$ cat src/hdl/rational_arithmetic_unit_macros.svh
// assertion macros for the rational arithmetic unit
// no dependencies
`ifndef RATIONAL_ARITHMETIC_UNIT_MACROS_SVH
`define RATIONAL_ARITHMETIC_UNIT_MACROS_SVH
`ifndef SYNTH
`define RAU_ASSERT_IMP(lbl, clk, rst_n, a, c) \
  lbl: assert property (@(posedge clk) disable iff (!rst_n) (a) |-> (c)) else $error("assertion failed");
`define RAU_ASSERT_NXT(lbl, clk, rst_n, a, c) \
  lbl: assert property (@(posedge clk) disable iff (!rst_n) (a) |=> (c)) else $error("assertion failed");
`else
`define RAU_ASSERT_IMP(lbl, clk, rst_n, a, c)
`define RAU_ASSERT_NXT(lbl, clk, rst_n, a, c)
`endif
`endif

$ cat src/hdl/rau_mult.sv
// multicycle 32x32 unsigned multiplier, two 32x16 partial products
// no dependencies
module rau_mult (
  input  logic        clk,
  input  logic        rst_n,
  input  logic        start,
  input  logic [31:0] a,
  input  logic [31:0] b,
  output logic        done,
  output logic [63:0] prod
);
  logic [63:0] acc_r, acc_nxt;
  logic [31:0] a_r;
  logic [31:0] b_r;
  logic [1:0]  cnt_r;
  logic        busy_r;
  logic [47:0] pp_r;

  always_comb begin
    acc_nxt = acc_r + ({16'd0, pp_r} << (cnt_r == 2'd2 ? 6'd16 : 6'd0));
  end

  always_ff @(posedge clk) begin
    if (!rst_n) begin
      busy_r <= 1'b0;
      done   <= 1'b0;
      cnt_r  <= '0;
    end else begin
      done <= !start && busy_r && (cnt_r == 2'd3);
      if (start) begin
        a_r    <= a;
        b_r    <= b;
        acc_r  <= '0;
        busy_r <= 1'b1;
        cnt_r  <= 2'd0;
      end else if (busy_r) begin
        unique case (cnt_r)
          2'd0: begin
            pp_r  <= a_r * b_r[15:0];
            cnt_r <= 2'd1;
          end
          2'd1: begin
            acc_r <= acc_nxt;
            pp_r  <= a_r * b_r[31:16];
            cnt_r <= 2'd2;
          end
          2'd2: begin
            acc_r <= acc_nxt;
            cnt_r <= 2'd3;
          end
          default: begin
            busy_r <= 1'b0;
          end
        endcase
      end
    end
  end
  assign prod = acc_r;
endmodule

$ cat config.mk
export PLATFORM = sky130hd
export DESIGN_NAME = rau_mult
export DESIGN_NICKNAME = d
export VERILOG_FILES = /design/src/hdl/rational_arithmetic_unit_macros.svh /design/src/hdl/rau_mult.sv
export SDC_FILE = /design/constraint.sdc
export NUM_CORES = 2
export LEC_CHECK = 0
export BUFFER_PORTS_ARGS = -buffer_cell sky130_fd_sc_hd__buf_2
export CAP_MARGIN = 20
export CORE_MARGIN = 3
export CORE_UTILIZATION = 57
export CTS_BUF_LIST = sky130_fd_sc_hd__clkbuf_8
export DETAILED_ROUTE_END_ITERATION = 7
export GPL_ROUTABILITY_DRIVEN = 0
export PLACE_DENSITY = 0.74
export SYNTH_ARGS = -nofsm -noshare
export SYNTH_HDL_FRONTEND = slang
export SYNTH_SLANG_ARGS = --single-unit
$ cat constraint.sdc
create_clock -name clk -period 6.7 [get_ports clk]
set_input_delay 1.005 -clock clk [delete_from_list [all_inputs] [get_ports clk]]
set_output_delay 1.005 -clock clk [all_outputs]
set_load 0.02 [all_outputs]
==> reports/results.txt <==
CTS tree: done
Overflow after GRT: 0
Fin. Hold Viols: 0
Grt peak-use layer: met2
Min-delay src: b[8]
Syn avg cell area: 9.00 µm²
Final Skew: 0.0390 ns
Cells along the critical path: buf_6, clkbuf_16, nand2_4, fa_1, inv_2, fa_2, fa_1, fa_2, fa_1, inv_2, fa_1, inv_2, ha_4, nand4_1, buf_4, nor2_2, a22oi_2, o211ai_1, a22oi_2, a21oi_2, a2111oi_4, xnor2_1, nor2_1, a21oi_1
Row cnt: 100
Hold Path Depth: 1
Post-synth cell types: 75
First-pass GRT wire length: 191000 µm
Reg2reg path depth: 24
Sequential share of the synthesized area: 12.5%
R2R Path End: pp_r[47]
CORE AREA: 0.0746 mm²
Yosys top cell by area: fa_1
Area growth, synth to finish: 11.7%
Hold crit path type: in2reg
Reg2reg setup slack: 0.006 ns
Largest net degree at the start of global routing: 84
Worst Hold Endpoint: b_r[8]
Final Util: 64.4%
Die width: 281 µm
Fmax: 0.149 GHz
Worst-path fanout max: 7
Post-synth ARST share: 0%
Worst EP arrival: 6.98 ns
Routed vias/inst: 5.78
Worst-skew pair later-pin latency: 0.59 ns
Most frequent cells in the layout: 881 x inv_1, 803 x fa_1, 726 x nand2_1, 429 x and2_1, 279 x ha_1
Top cell by count, worst path: fa_1
Commonest non-fill, non-tap cell in the layout: inv_1
Port Buf Inserts: 131
Initial DRC count: 3491
Max cap viols: 0
Die outline area: 0.0788 mm²
Vias: 34200
Met3 usage: 7.01%
Die Ht: 281 µm
Flop and latch count out of synthesis: 180
Met2 Usage GRT: 49.7%
Final HPWL DP: 97500 µm
Tcrit/Tclk final: 99.9%
Total wire length: 121000 µm
Total CTS buffers: 17
Status: finished, final reports clean
Crit. End Element: register
Worst r2r src: a_r[6]
Number of synthesized flops with an enable pin: 176
Root Buffer: clkbuf_8
CP max-delay cell: edfxtp_1
Syn Nets: 5995
Post-Syn Instances: 4782
Critical path's largest stage delay: 0.54 ns
Nets: 6144
Max Buffers Root-to-Sink: 2
Synth Flop Type: edfxtp_1
Ranking of synthesized cells by area: fa_1 39%, edfxtp_1 12%, ha_1 9.0%, inv_1 7.9%, nand2_1 6.4%
Fin crit period: 6.69 ns
Top cell type's share of synthesized area: 38.9%
Final Max Slew Viols: 0
Critical path launch point type: register
Antenna violations before repair: 5
Place WS: -0.145 ns
Slew @ Worst Pin: 1.15 ns
Drt pass-1 iters: 6
CTS clock-pin slew for the worst setup and hold paths: 0.14 ns
Layout cells sized above 1: 13.8%
Antenna-violating nets left: 0
Setup slack after layout: 0.00607 ns
GRT Overall Usage: 31.2%
Worst setup path class: reg2reg
Critical path buffers and inverters: 6
IO Count: 132
Worst Path Required: 6.99 ns
Vias in the first global route: 35400
Drt drc: 0
CTS Sinks: 180
# setup viols final: 0
Ys Warns: 0
Crit-path leading delay family: adder cells
Met1 layer usage reported by global route: 42.2%
Relative max-transition margin: 23.4%
RSZ-0062 raised after global routing: yes
CTS H-Tree Depth: 4
Initial Utilization: 57.7%
Drt wl/cell: 20.5 µm
Cell Area, Synth: 0.0430 mm²
CTS Hold Buffers Added: 0
-- what timing repair did --
item	4_1_cts	5_1_grt
gates cloned	0	6
pin swaps	5	112
setup endpoints to repair	9	20
buffers inserted	1	35
gates resized for setup	11	255
-- cells by family after synthesis --
kind of cell               after synthesis  share of synthesized area [%]
DFF                                    180                           12.5
adders and majority gates             1146                           47.9
AOI/OAI and AO/OA                      558                           8.27
and+or+nand+nor                       1525                           16.9
xor gates and xnor gates               133                           2.71
muxes                                   49                           1.26
buffers and inverters                 1191                           10.4
-- registers in the layout (all words and copies together), names as in the netlist --
register / flops
prod: 64
pp_r: 48
a_r: 32
b_r: 32
cnt_r: 2
busy_r: 1
done: 1
-- layer usage --
metal | up-vias | part of all wire, %
li1 | 15000 | -
met1 | 17100 | 39
met2 | 1818 | 46
met3 | 297 | 11
met4 | 2 | 3.7
met5 | - | 0.0066
-- worst max-delay path by stage --
stage / slack [ns] / to / from / cells after the start
5_1_grt: -0.20 / pp_r[42] / a_r[17] / 23
3_3_place_gp: -0.1 / pp_r[46] / a_r[18] / 23
3_5_place_dp: -0.14 / pp_r[46] / a_r[12] / 23
2_1_floorplan: 0.29 / pp_r[44] / b_r[20] / 24
6_report: 0.006 / pp_r[47] / a_r[6] / 24
4_1_cts: 0.006 / pp_r[40] / b_r[4] / 24
-- area by class of cell --
type	instances	area (µm²)
Fill cell	5994	26500
Clock buffer	17	234
Antenna cell	4	10.0
Tap cell	969	1210
Sequential cell	180	5370
Timing Repair Buffer	411	3550
Multi-Input combinational cell	3411	34100
Clock inverter	14	151
Inverter	910	3420
-- stage by stage --
step | cells | setup TNS [ns] | instance area [µm²] | hold slack (ns)
after global routing | 5915 | -1.69 | 48100 | 0.549
after global placement | 5843 | -0.307 | 46200 | 0.566
after floorplan | 4782 | 0 | 43000 | 0.496
after detailed placement | 5843 | -0.658 | 46200 | 0.573
final | 5916 | 0 | 48100 | 0.573
after CTS | 5875 | 0 | 46700 | 0.521
-- cell usage after synthesis, drive strengths merged, types with 37 or more instances --
library cell,number
a21o,69
xor2,66
o21ai,102
xnor2,67
nor2b,37
and2,437
edfxtp,176
mux2,39
clkbuf,273
nand2,732
nor2,150
nand3,39
inv,910
a21oi,186
fa,837
ha,309
Power is not shown: default switching activity piles up to over one toggle a cycle in this logic, so the estimate is an artifact.
