## src/hdl/rational_arithmetic_unit_macros.svh

```systemverilog
// assertion macros for the rational arithmetic unit
// no dependencies
`ifndef RATIONAL_ARITHMETIC_UNIT_MACROS_SVH
`define RATIONAL_ARITHMETIC_UNIT_MACROS_SVH
`ifndef SYNTH
`define RAU_ASSERT_IMP(lbl, clk, rst_n, a, c) \
  lbl: assert property (@(posedge clk) disable iff (!rst_n) (a) |-> (c)) else $error("assertion failed");
`define RAU_ASSERT_NXT(lbl, clk, rst_n, a, c) \
  lbl: assert property (@(posedge clk) disable iff (!rst_n) (a) |=> (c)) else $error("assertion failed");
`else
`define RAU_ASSERT_IMP(lbl, clk, rst_n, a, c)
`define RAU_ASSERT_NXT(lbl, clk, rst_n, a, c)
`endif
`endif

```

## src/hdl/rau_pkg.sv

```systemverilog
// package for the rational arithmetic unit: command codes and shared types
// no dependencies
package rau_pkg;
  localparam int unsigned NumW = 64;
  localparam int unsigned DenW = 62;
  localparam int unsigned MulW = 32;
  localparam int unsigned CmdW = 3;

  typedef enum logic [2:0] {
    CMD_ADD = 3'd0,
    CMD_SUB = 3'd1,
    CMD_MUL = 3'd2,
    CMD_DIV = 3'd3,
    CMD_CMP = 3'd4
  } cmd_t;

  // request to the shared divider
  typedef struct packed {
    logic        start;
    logic [63:0] dividend;
    logic [63:0] divisor;
  } div_req_t;

  typedef struct packed {
    logic        done;
    logic [63:0] quot;
    logic [63:0] rem;
  } div_rsp_t;
endpackage

```

## src/hdl/rau_div.sv

```systemverilog
// radix-2 restoring divider, 64-bit, one quotient bit a cycle
// depends on rau_pkg
module rau_div (
  input  logic              clk,
  input  logic              rst_n,
  input  rau_pkg::div_req_t req,
  output rau_pkg::div_rsp_t rsp
);
  logic [63:0] q_r;
  logic [63:0] r_r;
  logic [63:0] d_r;
  logic [6:0]  cnt_r;
  logic        busy_r;
  logic        done_r;
  logic [64:0] trial;
  logic [64:0] shifted;

  always_comb begin
    shifted = {r_r, q_r[63]};
    trial   = shifted - {1'b0, d_r};
  end

  always_ff @(posedge clk) begin
    if (!rst_n) begin
      busy_r <= 1'b0;
      done_r <= 1'b0;
      cnt_r  <= '0;
    end else begin
      done_r <= !req.start && busy_r && (cnt_r == 7'd1);
      if (req.start) begin
        q_r    <= req.dividend;
        r_r    <= '0;
        d_r    <= req.divisor;
        cnt_r  <= 7'd64;
        busy_r <= 1'b1;
      end else if (busy_r) begin
        if (!trial[64]) begin
          r_r <= trial[63:0];
          q_r <= {q_r[62:0], 1'b1};
        end else begin
          r_r <= shifted[63:0];
          q_r <= {q_r[62:0], 1'b0};
        end
        cnt_r <= cnt_r - 7'd1;
        if (cnt_r == 7'd1) begin
          busy_r <= 1'b0;
        end
      end
    end
  end
  assign rsp.done = done_r;
  assign rsp.quot = q_r;
  assign rsp.rem  = r_r;
endmodule

```

## config.mk

```make
export PLATFORM = sky130hd
export DESIGN_NAME = rau_div
export DESIGN_NICKNAME = d
export VERILOG_FILES = /design/src/hdl/rational_arithmetic_unit_macros.svh /design/src/hdl/rau_pkg.sv /design/src/hdl/rau_div.sv
export SDC_FILE = /design/constraint.sdc
export NUM_CORES = 1
export LEC_CHECK = 0
export ABC_AREA = 1
export ABC_CLOCK_PERIOD_IN_PS = 8200
export BUFFER_PORTS_ARGS = -buffer_cell sky130_fd_sc_hd__buf_2
export CORE_MARGIN = 5
export CORE_UTILIZATION = 40
export CTS_CLUSTER_SIZE = 16
export DETAILED_ROUTE_END_ITERATION = 6
export GPL_TIMING_DRIVEN = 0
export PLACE_DENSITY_LB_ADDON = 0.12
export SYNTH_ARGS = -nofsm -noshare
export SYNTH_HDL_FRONTEND = slang
export SYNTH_SLANG_ARGS = --single-unit
```

## constraint.sdc

```tcl
create_clock -name clk -period 8.2 [get_ports clk]
set_input_delay 0.82 -clock clk [delete_from_list [all_inputs] [get_ports clk]]
set_output_delay 0.82 -clock clk [all_outputs]
set_load 0.01 [all_outputs]
```

==> results, run 1 <==
- The first-pass GRT wire length is 75,900 um.
- Based on the critical path, the design can be clocked at up to 316.8 MHz.
- The tightest min-delay check is of the in -> reg type.
- The power density over cell area is 205.0 nW/um^2.
- The post-synthesis instance area is 14,510 um^2.
- From bottom edge to top edge, the die measures 200.4 um.
- The starting DRC count in detailed routing is 881.
- The actual slew at the worst max-slew pin is 0.9469 ns.
- The instance count of the mapped netlist is 2,147.
- The number of antenna violations at the first check in global routing is 3.
- The run finished with clean final reports.
- The post-route netlist has 14.13% of its cells at a drive strength greater than 1.
- Across the routed clock network, the largest skew measured is 0.01492 ns.
- TritonCTS created 24 clock buffers.
- The die is 200.4 um wide.
- The layout filler cell count is 3,751.
- The placeable core region is 35,660 um^2.
- The share of the core filled with cells in the final layout is 48.43%.
- Counting flops and latches in the post-synthesis netlist gives 201.
- The number of distinct library cell variants in the gate-level netlist after synthesis is 39.
- The post-synthesis to final-layout area growth is 19.05%.
- The critical path contains buffers and inverters numbering 3 combined.
- Data arrives at the worst endpoint at 3.47 ns.
- Grouping stages by cell kind, the critical path spends the most delay in simple AND/OR/NAND/NOR gates.
- For the worst setup path, the data required time is 8.52 ns.
- TritonCTS built the clock tree.
- The average footprint of a synthesized cell is 6.756 um^2.
- For this run, the number of Yosys warnings is 0.
- In this run the worst path has a maximum fanout of 10.
- The max-slew headroom at the worst pin is 36.88%.
- The number of placed I/O pins is 260.
- The full die area is 40,170 um^2.
- After floorplanning, the core was divided into 69 placement rows.
- Setup violations remaining at the end of the flow were counted as 0.
- For this design, the sink count on the clock tree is 201.
- The peak per-stage delay on the critical path is 0.42 ns.
- The most numerous cell type found on the critical path is sky130_fd_sc_hd__nand2_2.
- For this block, the via count after detailed routing is 13,810.
- The signal on the critical path passes through inv_1, ha_1, fa_1, inv_1, nand2_1, nand2_1, nand3_1, nand2_2, nand2_1, nand2_2, nand2_1, nand2_2, nand2_2, nand2_2, nand2_2, nand2_8, buf_6, nor2_1, nor2_1.
- The initial utilization of the core area, before any placement, comes to 40.68%.
- Once the clock tree was built, the setup fixing pass inserted 0 buffers.
- Across the run, the number of max-cap violations was 0.
- The total routed wirelength is 48,560 um.
- The placement-stage worst setup slack is 4.643 ns.
- In this run the static leakage power is 9.500 nW.
- Counting instances in the post-synthesis netlist gives the leading cell types as sky130_fd_sc_hd__nand2_1 (946), sky130_fd_sc_hd__inv_1 (415), sky130_fd_sc_hd__nor2_1 (231).
- The final worst setup slack is 5.043 ns.
- The later-pin clock latency in the skew report is 0.55 ns.
- The proportion of netlist area held by the largest area contributor is 39.75%.
- The most used flip-flop cell after synthesis is sky130_fd_sc_hd__edfxtp_1.
- The buffer depth of the longest clock path is 3.
- The register area share after synthesis is 40.99%.
- Before antenna repair, the detailed router went through 5 iterations.
- The number of flops mapped to enable cells by yosys is 192.
- The worst setup path is captured at a flip-flop.
- The DRC violations left is 0.
- The number of buffers inserted by hold repair at cts is 0.
- The clock period minus final worst setup slack is 3.157 ns.
- The number of global-route vias before repair is 13,590.
- Entering global routing, the biggest net connects 65 pins.
- Across the VDD grid, the largest voltage drop is 0.1706 mV.
- The async set or reset register ratio after synthesis is 0%.
- The library cell occupying the most area in the post-synthesis netlist is sky130_fd_sc_hd__edfxtp_1.
- For this run the aggregate overflow at the end of global routing stands at 0.
- Clock-pin slew was measured on the worst setup and hold paths at 0.06 ns.
- The share of the clock period used by the worst path is 38.49%.
- Among all stages on the critical path, the largest delay is contributed by sky130_fd_sc_hd__fa_1.
- The half-perimeter wire length after placement is 40,510 um.
- After synthesis, the cell types taking the most area are sky130_fd_sc_hd__edfxtp_1 (40%), sky130_fd_sc_hd__nand2_1 (24%), sky130_fd_sc_hd__inv_1 (11%).
- The type of the worst setup path is reg -> reg.
- The number of instances resized during post-cts repair is 0.
- The number of slew-limit violations in the final report is 0.
- The startpoint class of the critical path is a flip-flop.
- The hold violation count in the final report is 0.
- The count of input and output buffers is 259.
- The post-detailed-route wirelength per cell is 16.65 um.
- Global routing used 23.63% of the available tracks.
- In the post-synthesis netlist, the cell with the most instances is sky130_fd_sc_hd__nand2_1.
- CTS built an H-tree with a depth of 1.
- The detail-routed via count per cell is 4.735.
- The net count after synthesis is 2,345.
- The net total in the final layout is 2,635.
- The count of nets left with antenna violations once routing finished came out at 0.
- Setup repair after global routing left no endpoint under its margin.
- The tree is rooted in a sky130_fd_sc_hd__clkbuf_16.
- The congestion estimate from routability-driven global placement came to 0.9254.
- The number of diodes added for antenna fixing is 0.
flip-flops by register name (all words and copies together) (netlist names):
register,cells
cnt_r,7
busy_r,1
d_r,64
q_r,64
done_r,1
r_r,64
routing by layer:
layer,track usage [%],vias up,wire length (um)
met4,5.088,4,1019
met5,0,-,23
met1,33.69,6234,22920
met2,37.21,407,21040
met3,5.105,64,3559
li1,-,7097,-
cells by family after synthesis:
kind of cell | after synthesis | synth area share [%]
AO/OA/AOI/OAI | 79 | 2.967
XOR/XNOR | 31 | 1.872
adder cells (fa/ha/maj) | 67 | 5.831
buffers and inverters | 459 | 12.38
flip-flops | 201 | 40.99
AND/OR/NAND/NOR | 1310 | 35.96
cell usage in the layout, fill, tap and decap left out, drive strengths merged, types with 3 or more instances in the layout:
cell type / count
a21oi: 59
buf: 279
clkbuf: 54
clkinv: 10
dfxtp: 9
edfxtp: 192
ha: 66
inv: 423
nand2: 957
nand3: 62
nand3b: 14
nand4: 15
nor2: 240
nor3: 15
nor4: 3
o21ai: 7
o21bai: 9
xor2: 31
worst register-to-register path, stage by stage, from the launching register on:
cell	delay [ns]
sky130_fd_sc_hd__edfxtp_1	0.37
sky130_fd_sc_hd__inv_1	0.06
sky130_fd_sc_hd__ha_1	0.21
sky130_fd_sc_hd__fa_1	0.42
sky130_fd_sc_hd__inv_1	0.13
sky130_fd_sc_hd__nand2_1	0.06
sky130_fd_sc_hd__nand2_1	0.06
sky130_fd_sc_hd__nand3_1	0.09
sky130_fd_sc_hd__nand2_2	0.13
sky130_fd_sc_hd__nand2_1	0.07
sky130_fd_sc_hd__nand2_2	0.16
sky130_fd_sc_hd__nand2_1	0.09
sky130_fd_sc_hd__nand2_2	0.12
sky130_fd_sc_hd__nand2_2	0.10
sky130_fd_sc_hd__nand2_2	0.09
sky130_fd_sc_hd__nand2_2	0.09
sky130_fd_sc_hd__nand2_8	0.15
sky130_fd_sc_hd__buf_6	0.18
sky130_fd_sc_hd__nor2_1	0.05
sky130_fd_sc_hd__nor2_1	0.30
through the flow:
step	setup TNS (ns)	power [W]	cell area [um^2]	std cells	hold WS, ns
floorplan	0	0.002103	14510	2147	0.4448
global placement	-538.75	0.002506	16380	2867	0.4579
detailed placement	0	0.002507	16510	2872	0.4782
CTS	0	0.003572	17270	2916	0.4200
global route	0	0.003778	17270	2916	0.4256
finish	0	0.003540	17270	2916	0.4541
where the power goes:
group          internal (W)  leakage, nW  switching [W]
Sequential          0.00124         1.92      0.0000511
Clock              0.000613        0.379       0.000433
Combinational      0.000395         7.21       0.000807
layout make-up:
cell class              instances  area [um^2]  share of cell area [%]
plain buffers                  35        203.9                   1.181
clock buffers                  34        689.4                   3.992
clock inverters                10        71.32                  0.4130
inverters                     424         1594                   9.231
multi-input cells            1487         6775                   39.24
flip-flops and latches        201         5946                   34.43
well taps                     461        576.8                   3.340
repair buffers                264         1411                   8.173
worst paths after layout:
check | slack, ns | end | cells past startpoint | start
worst max register to register | 5.04 | r_r[38] | 19 | q_r[63]
worst min register to register | 0.49 | cnt_r[6] | 2 | cnt_r[6]
worst min-delay path | 0.45 | d_r[54] | 1 | req[54]
worst max-delay path | 5.04 | r_r[38] | 19 | q_r[63]
Power figures use the tool's default switching activity.
==> run 2, diff against run 1 <==
--- a/config.mk
+++ b/config.mk
@@ -6,7 +6,7 @@
 export NUM_CORES = 1
 export LEC_CHECK = 0
 export ABC_AREA = 1
-export ABC_CLOCK_PERIOD_IN_PS = 8200
+export ABC_CLOCK_PERIOD_IN_PS = 3100
 export BUFFER_PORTS_ARGS = -buffer_cell sky130_fd_sc_hd__buf_2
 export CORE_MARGIN = 5
 export CORE_UTILIZATION = 40
==> constraint.sdc (replaced) <==
create_clock -name clk -period 3.1 [get_ports clk]
set_input_delay 0.31 -clock clk [delete_from_list [all_inputs] [get_ports clk]]
set_output_delay 0.31 -clock clk [all_outputs]
set_load 0.01 [all_outputs]
==> results, run 2 (synthesized netlist as in run 1, its figures left out) <==
- The arrival time reported for the critical path endpoint was 3.26 ns (was 3.47 ns).
- The startpoint class of the critical path is a flip-flop (unchanged).
- The half-perimeter wire length after placement was 40,100 um (was 40,510 um).
- The total routed wirelength is 48,520 um (was 48,560 um).
- The number of global-route vias before repair is 13,930 (was 13,590).
- The post-synthesis to final-layout area growth came to 24.70% (was 19.05%).
- The number of diodes added for antenna fixing was 0 (unchanged).
- The clock-pin slew reported for the worst setup and hold paths after clock tree synthesis is 0.06 ns (about the same).
- The clock network fraction of total power was 29.6% (was 29.5%).
- The buffer depth of the longest clock path was 3 (unchanged).
- The sort of element at the end of the critical path is a flip-flop (unchanged).
- The dominant delay contributor by cell family on the critical path is simple AND/OR/NAND/NOR gates (unchanged).
- The number of placed I/O pins is 260 (unchanged).
- The number of buffers and inverters on the critical path is 0 (was 3).
- The placeable core region was 35,660 um^2 (unchanged).
- The fraction of power spent switching nets is 36.00% (was 36.46%).
- The height of the chip came to 200.4 um (unchanged).
- The total global routing overflow is 0 (unchanged).
- The clock period minus final worst setup slack is 2.972 ns (was 3.157 ns).
- The worst-path maximum fanout is 4 (was 10).
- The worst clock skew on the final layout is 0.01521 ns (was 0.01492 ns).
- The routability-driven placement congestion ratio was 0.9511 (was 0.9254).
- The setup-violating endpoint count in the final report was 0 (unchanged).
- The first-pass GRT wire length came to 75,380 um (was 75,900 um).
- The total power of the final layout is 0.009505 W (was 0.003540 W).
- The number of cell rows is 69 (unchanged).
- The logic gate share of total power came to 34.4% (was 33.9%).
- The power share of the sequential group is 36.0% (was 36.5%).
- The count of input and output buffers was 259 (unchanged).
- The internal portion of total power is 0.006083 W (was 0.002249 W).
- The max-slew headroom at the worst pin was 42.40% (was 36.88%).
- The placed standard-cell area is 16,520 um^2 (was 16,510 um^2).
- The cell with the largest stage delay on the worst path is sky130_fd_sc_hd__edfxtp_1 (was sky130_fd_sc_hd__fa_1).
- The share of the clock period used by the worst path is 95.86% (was 38.49%).
- The x dimension of the die is 200.4 um (unchanged).
- Cell breakdown of the critical path: ha_1, nand2_1, nor2_1, nand3_1, nand3_1, nand2_1, nand3_1, nand2_1, nand2_1, nand2_1, nand2_1, nand2_1, nand2_1, nor2_1 (was inv_1, ha_1, fa_1, inv_1, nand2_1, nand2_1, nand3_1, nand2_2, nand2_1, nand2_2, nand2_1, nand2_2, nand2_2, nand2_2, nand2_2, nand2_8, buf_6, nor2_1, nor2_1).
- The initial core utilization was 40.68% (unchanged).
- The number of maximum-capacitance constraint violations is 0 (unchanged).
- The required time of the worst setup path is 3.39 ns (was 8.52 ns).
- The peak per-stage delay on the critical path was 0.41 ns (was 0.42 ns).
- The net switching power figure is 0.003422 W (was 0.001291 W).
- The full die area is 40,170 um^2 (unchanged).
- Outcome: finished, final reports clean (unchanged).
- The maximum VDD drop is 0.3262 mV (was 0.1706 mV).
- The starting DRC count in detailed routing is 863 (was 881).
- The fraction of final layout cells sized beyond drive strength 1 is 14.25% (was 14.13%).
- The total track usage is 23.50% (was 23.63%).
- The first-pass iteration count of the detailed router is 5 (unchanged).
- The class of the worst hold path was in -> reg (unchanged).
- The detail-routed via count per cell is 4.714 (was 4.735).
- The later-pin clock latency in the skew report is 0.54 ns (was 0.55 ns).
- The start of the worst register-to-register path is r_r[7] (was q_r[63]).
- The net total in the final layout was 2,707 (was 2,635).
- The number of antenna violations at the first check in global routing is 0 (was 3).
- Most frequent cells in the layout: sky130_fd_sc_hd__nand2_1 (945), sky130_fd_sc_hd__inv_1 (412), sky130_fd_sc_hd__buf_2 (260) (was sky130_fd_sc_hd__nand2_1 (946), sky130_fd_sc_hd__inv_1 (414), sky130_fd_sc_hd__buf_2 (260)).
- The number of CTS-inserted buffers is 25 (was 24).
- The most common cell after layout, fill and taps aside is sky130_fd_sc_hd__nand2_1 (unchanged).
- The maximum achievable frequency is 336.5 MHz (was 316.8 MHz).
- The number of slew-limit violations in the final report came to 0 (unchanged).
- The total number of vias came to 14,090 (was 13,810).
- The startpoint of the worst hold path is req[99] (was req[54]).
- The worst setup path startpoint is r_r[7] (was q_r[63]).
- The power density over cell area is 525.5 nW/um^2 (was 205.0 nW/um^2).
- The final non-filler cell area came to 18,090 um^2 (was 17,270 um^2).
- Largest registers: d_r x64, q_r x64, r_r x64 (unchanged).
- The hold violation count in the final report was 0 (unchanged).
- The standby leakage power came to 9.821 nW (was 9.500 nW).
- The post-detailed-route wirelength per cell was 16.24 um (was 16.65 um).
- The clock tree from TritonCTS is built (unchanged).
- The antenna violation net count after detailed routing was 0 (unchanged).
- The largest net degree at the start of global routing is 65 (unchanged).
- The layout filler cell count is 3,691 (was 3,751).
- The DRC violations left is 0 (unchanged).
- The actual slew at the worst max-slew pin was 0.8640 ns (was 0.9469 ns).
- The type of the worst setup path is reg -> reg (unchanged).
- The number of H-tree levels is 1 (unchanged).
- The cell at the root of the clock tree was sky130_fd_sc_hd__clkbuf_16 (unchanged).
- The TritonCTS sink count is 201 (unchanged).
- The library cell appearing most often on the critical path is sky130_fd_sc_hd__nand2_1 (was sky130_fd_sc_hd__nand2_2).
## run 2: path summary, 6_finish.rpt
kind                            slack (ns)  cells past startpoint        to
worst max-delay path                  0.13                     14   r_r[58]
worst min-delay path                  0.04                      3   q_r[35]
worst min register to register        0.48                      2  cnt_r[6]
worst max register to register        0.13                     14   r_r[58]
## run 2: power by group through the flow
stage               clock network (W)  registers [W]  logic [W]
floorplan                           0        0.00353    0.00202
detailed placement                  0        0.00348    0.00313
global route                  0.00299        0.00345    0.00368
finish                        0.00281        0.00342    0.00327
global placement                    0        0.00349    0.00309
CTS                           0.00290        0.00343    0.00322
## run 2: cell type report
cell class	instances	area [um^2]	area share, %
clock buffers	35	703.2	3.887
plain buffers	35	250.2	1.383
inverters	424	1597	8.826
flip-flops and latches	201	5946	32.87
well taps	461	576.8	3.189
clock inverters	10	80.08	0.4427
multi-input cells	1487	6819	37.70
repair buffers	335	2117	11.70
## run 2: worst reg2reg max path: cells and delay by family, from the launching register on
family                   cells  cell delay, ns
AND/OR/NAND/NOR             13            1.92
flip-flops                   1            0.41
adder cells (fa/ha/maj)      1            0.38
## run 2: per-stage QoR
step | setup TNS [ns] | util (%) | worst slack (ns) | hold WS (ns) | std cells
after floorplan | 0 | - | 0.01223 | 0.4089 | 2147
after global placement | -241.18 | 46.00 | -1.476 | 0.4626 | 2867
after CTS | 0 | 50.49 | 0.01924 | 0.0003291 | 2986
after global routing | -0.01679 | 50.73 | -0.006772 | 0.02746 | 2988
final | 0 | 50.73 | 0.1283 | 0.03662 | 2988
after detailed placement | 0 | 46.33 | 0.02771 | 0.4713 | 2872
## run 2: repair_timing
action / 4_1_cts / 5_1_grt
setup buffers: 0 / 2
setup endpoints to repair: 3 / 62
hold endpoints to repair: 69 / 0
pin swaps: 0 / 2
hold buffers: 69 / 0
gates resized for setup: 2 / 18
## run 2: layer usage
layer / vias to the layer above / wire length, um / GRT usage, %
met1: 6349 / 22090 / 32.14
met2: 433 / 21660 / 38.38
li1: 7239 / - / -
met4: 0 / 1232 / 6.047
met3: 64 / 3543 / 4.782
met5: - / 0 / 0
==> run 3, diff against run 2 <==
--- a/config.mk
+++ b/config.mk
@@ -12,7 +12,7 @@
 export CORE_UTILIZATION = 40
 export CTS_CLUSTER_SIZE = 16
 export DETAILED_ROUTE_END_ITERATION = 6
-export GPL_TIMING_DRIVEN = 0
+export GPL_TIMING_DRIVEN = 1
 export PLACE_DENSITY_LB_ADDON = 0.12
 export SYNTH_ARGS = -nofsm -noshare
 export SYNTH_HDL_FRONTEND = slang
==> results, run 3 (synthesized netlist as in run 1, its figures left out) <==
- The number of instances on the worst hold path was 3 (unchanged).
- Largest registers: d_r x64, q_r x64, r_r x64 (unchanged).
- The max-slew headroom at the worst pin is 45.47% (was 42.40%).
- The half-perimeter wire length after placement is 39,720 um (was 40,100 um).
- Setup repair after global routing left no endpoint under its margin.
- The share of the clock period used by the worst path is 95.37% (was 95.86%).
- The starting DRC count in detailed routing was 928 (was 863).
- The clock period minus final worst setup slack is 2.957 ns (was 2.972 ns).
- The number of antenna violations at the first check in global routing was 1 (was 0).
- The number of cell rows is 69 (unchanged).
- The antenna violation net count after detailed routing is 0 (unchanged).
- Outcome: finished, final reports clean (unchanged).
- The multi-input combinational cell area is 6942 um^2 (was 6819 um^2).
- The placed standard-cell area is 16,510 um^2 (was 16,520 um^2).
- The first-pass iteration count of the detailed router is 5 (unchanged).
- The class of the worst hold path is in -> reg (unchanged).
- The placeable core region is 35,660 um^2 (unchanged).
- The worst reg2reg path depth came to 20 (was 14).
- The library cell appearing most often on the critical path was sky130_fd_sc_hd__nand2_1 (unchanged).
- The total track usage came to 23.49% (was 23.50%).
- The buffer depth of the longest clock path is 3 (unchanged).
- The layout filler cell count is 3,714 (was 3,691).
- The hold violation count in the final report was 0 (unchanged).
- The total negative slack is 0 ns (unchanged).
- The standby leakage power is 9.922 nW (was 9.821 nW).
- The full die area is 40,170 um^2 (unchanged).
- The actual slew at the worst max-slew pin came to 0.8180 ns (was 0.8640 ns).
- The height of the chip is 200.4 um (unchanged).
- The later-pin clock latency in the skew report is 0.54 ns (about the same).
- The worst clock skew on the final layout is 0.01016 ns (was 0.01521 ns).
- The worst-path maximum fanout was 18 (was 4).
- The number of buffers and inverters on the critical path is 3 (was 0).
- The cell at the root of the clock tree is sky130_fd_sc_hd__clkbuf_16 (unchanged).
- The arrival time reported for the critical path endpoint is 3.26 ns (about the same).
- The post-detailed-route wirelength per cell came to 17.02 um (was 16.24 um).
- The sequential cell area was 5946 um^2 (unchanged).
- The sort of element at the end of the critical path is a flip-flop (unchanged).
- The largest net degree at the start of global routing came to 67 (was 65).
- The final non-filler cell area was 18,220 um^2 (was 18,090 um^2).
- The net total in the final layout came to 2,712 (was 2,707).
- The startpoint class of the critical path is a flip-flop (unchanged).
- The number of diodes added for antenna fixing came to 0 (unchanged).
- The number of maximum-capacitance constraint violations is 0 (unchanged).
- The most common cell after layout, fill and taps aside is sky130_fd_sc_hd__nand2_1 (unchanged).
- The fraction of final layout cells sized beyond drive strength 1 came to 15.12% (was 14.25%).
- The initial core utilization is 40.68% (unchanged).
- The total number of vias is 14,120 (was 14,090).
- The count of input and output buffers is 259 (unchanged).
- The number of CTS-inserted buffers was 25 (unchanged).
- The detail-routed via count per cell is 4.717 (was 4.714).
- The number of placed I/O pins is 260 (unchanged).
- The TritonCTS sink count is 201 (unchanged).
- The routability-driven placement congestion ratio came to 0.9383 (was 0.9511).
- The final cell count without fillers came to 2,994 (was 2,988).
- The number of slew-limit violations in the final report is 0 (unchanged).
- The total global routing overflow was 0 (unchanged).
- The maximum achievable frequency came to 338.2 MHz (was 336.5 MHz).
- The x dimension of the die is 200.4 um (unchanged).
- The maximum VDD drop is 0.3258 mV (was 0.3262 mV).
- The number of global-route vias before repair is 13,920 (was 13,930).
- The first-pass GRT wire length is 75,590 um (was 75,380 um).
- The cell with the largest stage delay on the worst path is sky130_fd_sc_hd__fa_2 (was sky130_fd_sc_hd__edfxtp_1).
- The DRC violations left is 0 (unchanged).
- The type of the worst setup path is reg -> reg (unchanged).
- The peak per-stage delay on the critical path was 0.37 ns (was 0.41 ns).
- The setup-violating endpoint count in the final report is 0 (unchanged).
- The dominant delay contributor by cell family on the critical path was simple AND/OR/NAND/NOR gates (unchanged).
- The number of H-tree levels is 1 (unchanged).
- The number of placed instances, taps included is 2,870 (was 2,872).
- The post-synthesis to final-layout area growth is 25.59% (was 24.70%).
- The total number of cells along the worst setup path came to 20 (was 14).
- Most frequent cells in the layout: sky130_fd_sc_hd__nand2_1 (946), sky130_fd_sc_hd__inv_1 (412), sky130_fd_sc_hd__buf_2 (259) (was sky130_fd_sc_hd__nand2_1 (945), sky130_fd_sc_hd__inv_1 (412), sky130_fd_sc_hd__buf_2 (260)).
- The clock-pin slew reported for the worst setup and hold paths after clock tree synthesis is 0.06 ns (about the same).
- Cell breakdown of the critical path: inv_1, ha_1, fa_2, inv_2, nand2_1, nand2_1, nand3_1, nand2_2, nand2_1, nand2_4, nand2_1, nand2_2, nand2_4, nand2_4, nand2_2, nand2_8, clkbuf_16, nand2_1, nand2_1, nor2_1 (was ha_1, nand2_1, nor2_1, nand3_1, nand3_1, nand2_1, nand3_1, nand2_1, nand2_1, nand2_1, nand2_1, nand2_1, nand2_1, nor2_1).
- The power density over cell area is 532.6 nW/um^2 (was 525.5 nW/um^2).
- The required time of the worst setup path is 3.40 ns (was 3.39 ns).
- The clock tree from TritonCTS is built (unchanged).
- The total routed wirelength is 50,960 um (was 48,520 um).
- The total power of the final layout is 0.009703 W (was 0.009505 W).
==> run 3: changes by cell type in the layout (fill, tap and decap cells not counted), moves of 3 or more <==
cell	delta
sky130_fd_sc_hd__buf_4	+32
sky130_fd_sc_hd__clkbuf_1	-18
sky130_fd_sc_hd__nand2_8	+6
sky130_fd_sc_hd__clkbuf_8	-5
sky130_fd_sc_hd__dlygate4sd3_1	-5
sky130_fd_sc_hd__buf_6	-4
sky130_fd_sc_hd__nand2_2	-4
sky130_fd_sc_hd__nand2_4	+3
==> run 3: timing repair <==
| item | CTS | global route |
|---|---|---|
| hold buffers | 64 | 0 |
| setup buffers | 0 | 6 |
| endpoints found under the setup margin | 0 | 64 |
| resized for setup | 0 | 19 |
| endpoints found under the hold margin | 64 | 0 |
==> run 3: worst min-delay path, delay by kind of cell <==
family	cells	cell delay, ns
buffers and inverters	1	0.07
and+or+nand+nor	2	0.09
==> run 3: metal layers <==
metal  vias to the layer above  wire (um)  GRT usage [%]  part of all wire [%]
met5                         -         12              0                 0.024
met4                         2       1272          5.064                   2.5
met3                        64       3873          4.782                   7.6
met2                       473      22330          38.46                    44
met1                      6319      23470          32.43                    46
li1                       7265          -              -                     -
==> run 3: through the flow <==
step                      hold WS [ns]  utilization [%]  setup WS [ns]
after global placement          0.4633            46.31         0.1296
final                          0.03277            51.09         0.1435
after detailed placement        0.4641            46.31        0.05144
after floorplan                 0.4089                -        0.01223
after global routing           0.02291            51.09       0.005949
after CTS                    0.0007526            50.29        0.02188
==> run 3: layout make-up <==
type / count / area share, %
multi-input cells: 1493 / 38.10
clock buffers: 32 / 3.578
flip-flops and latches: 201 / 32.64
inverters: 424 / 8.750
repair buffers: 369 / 13.06
well taps: 461 / 3.166
clock inverters: 14 / 0.7074
==> run 3: final timing paths <==
check | start | slack [ns] | endpoint
setup / recovery | q_r[63] | 0.14 | r_r[6]
hold / removal | req[78] | 0.03 | q_r[14]
setup reg to reg | q_r[63] | 0.14 | r_r[6]
hold reg to reg | cnt_r[6] | 0.47 | cnt_r[6]
==> run 3: power by group <==
group / switching, W / internal, W / leakage [nW]
sequential: 0.000146 / 0.00329 / 1.92
clock: 0.00118 / 0.00165 / 0.371
combinational: 0.00226 / 0.00118 / 7.64
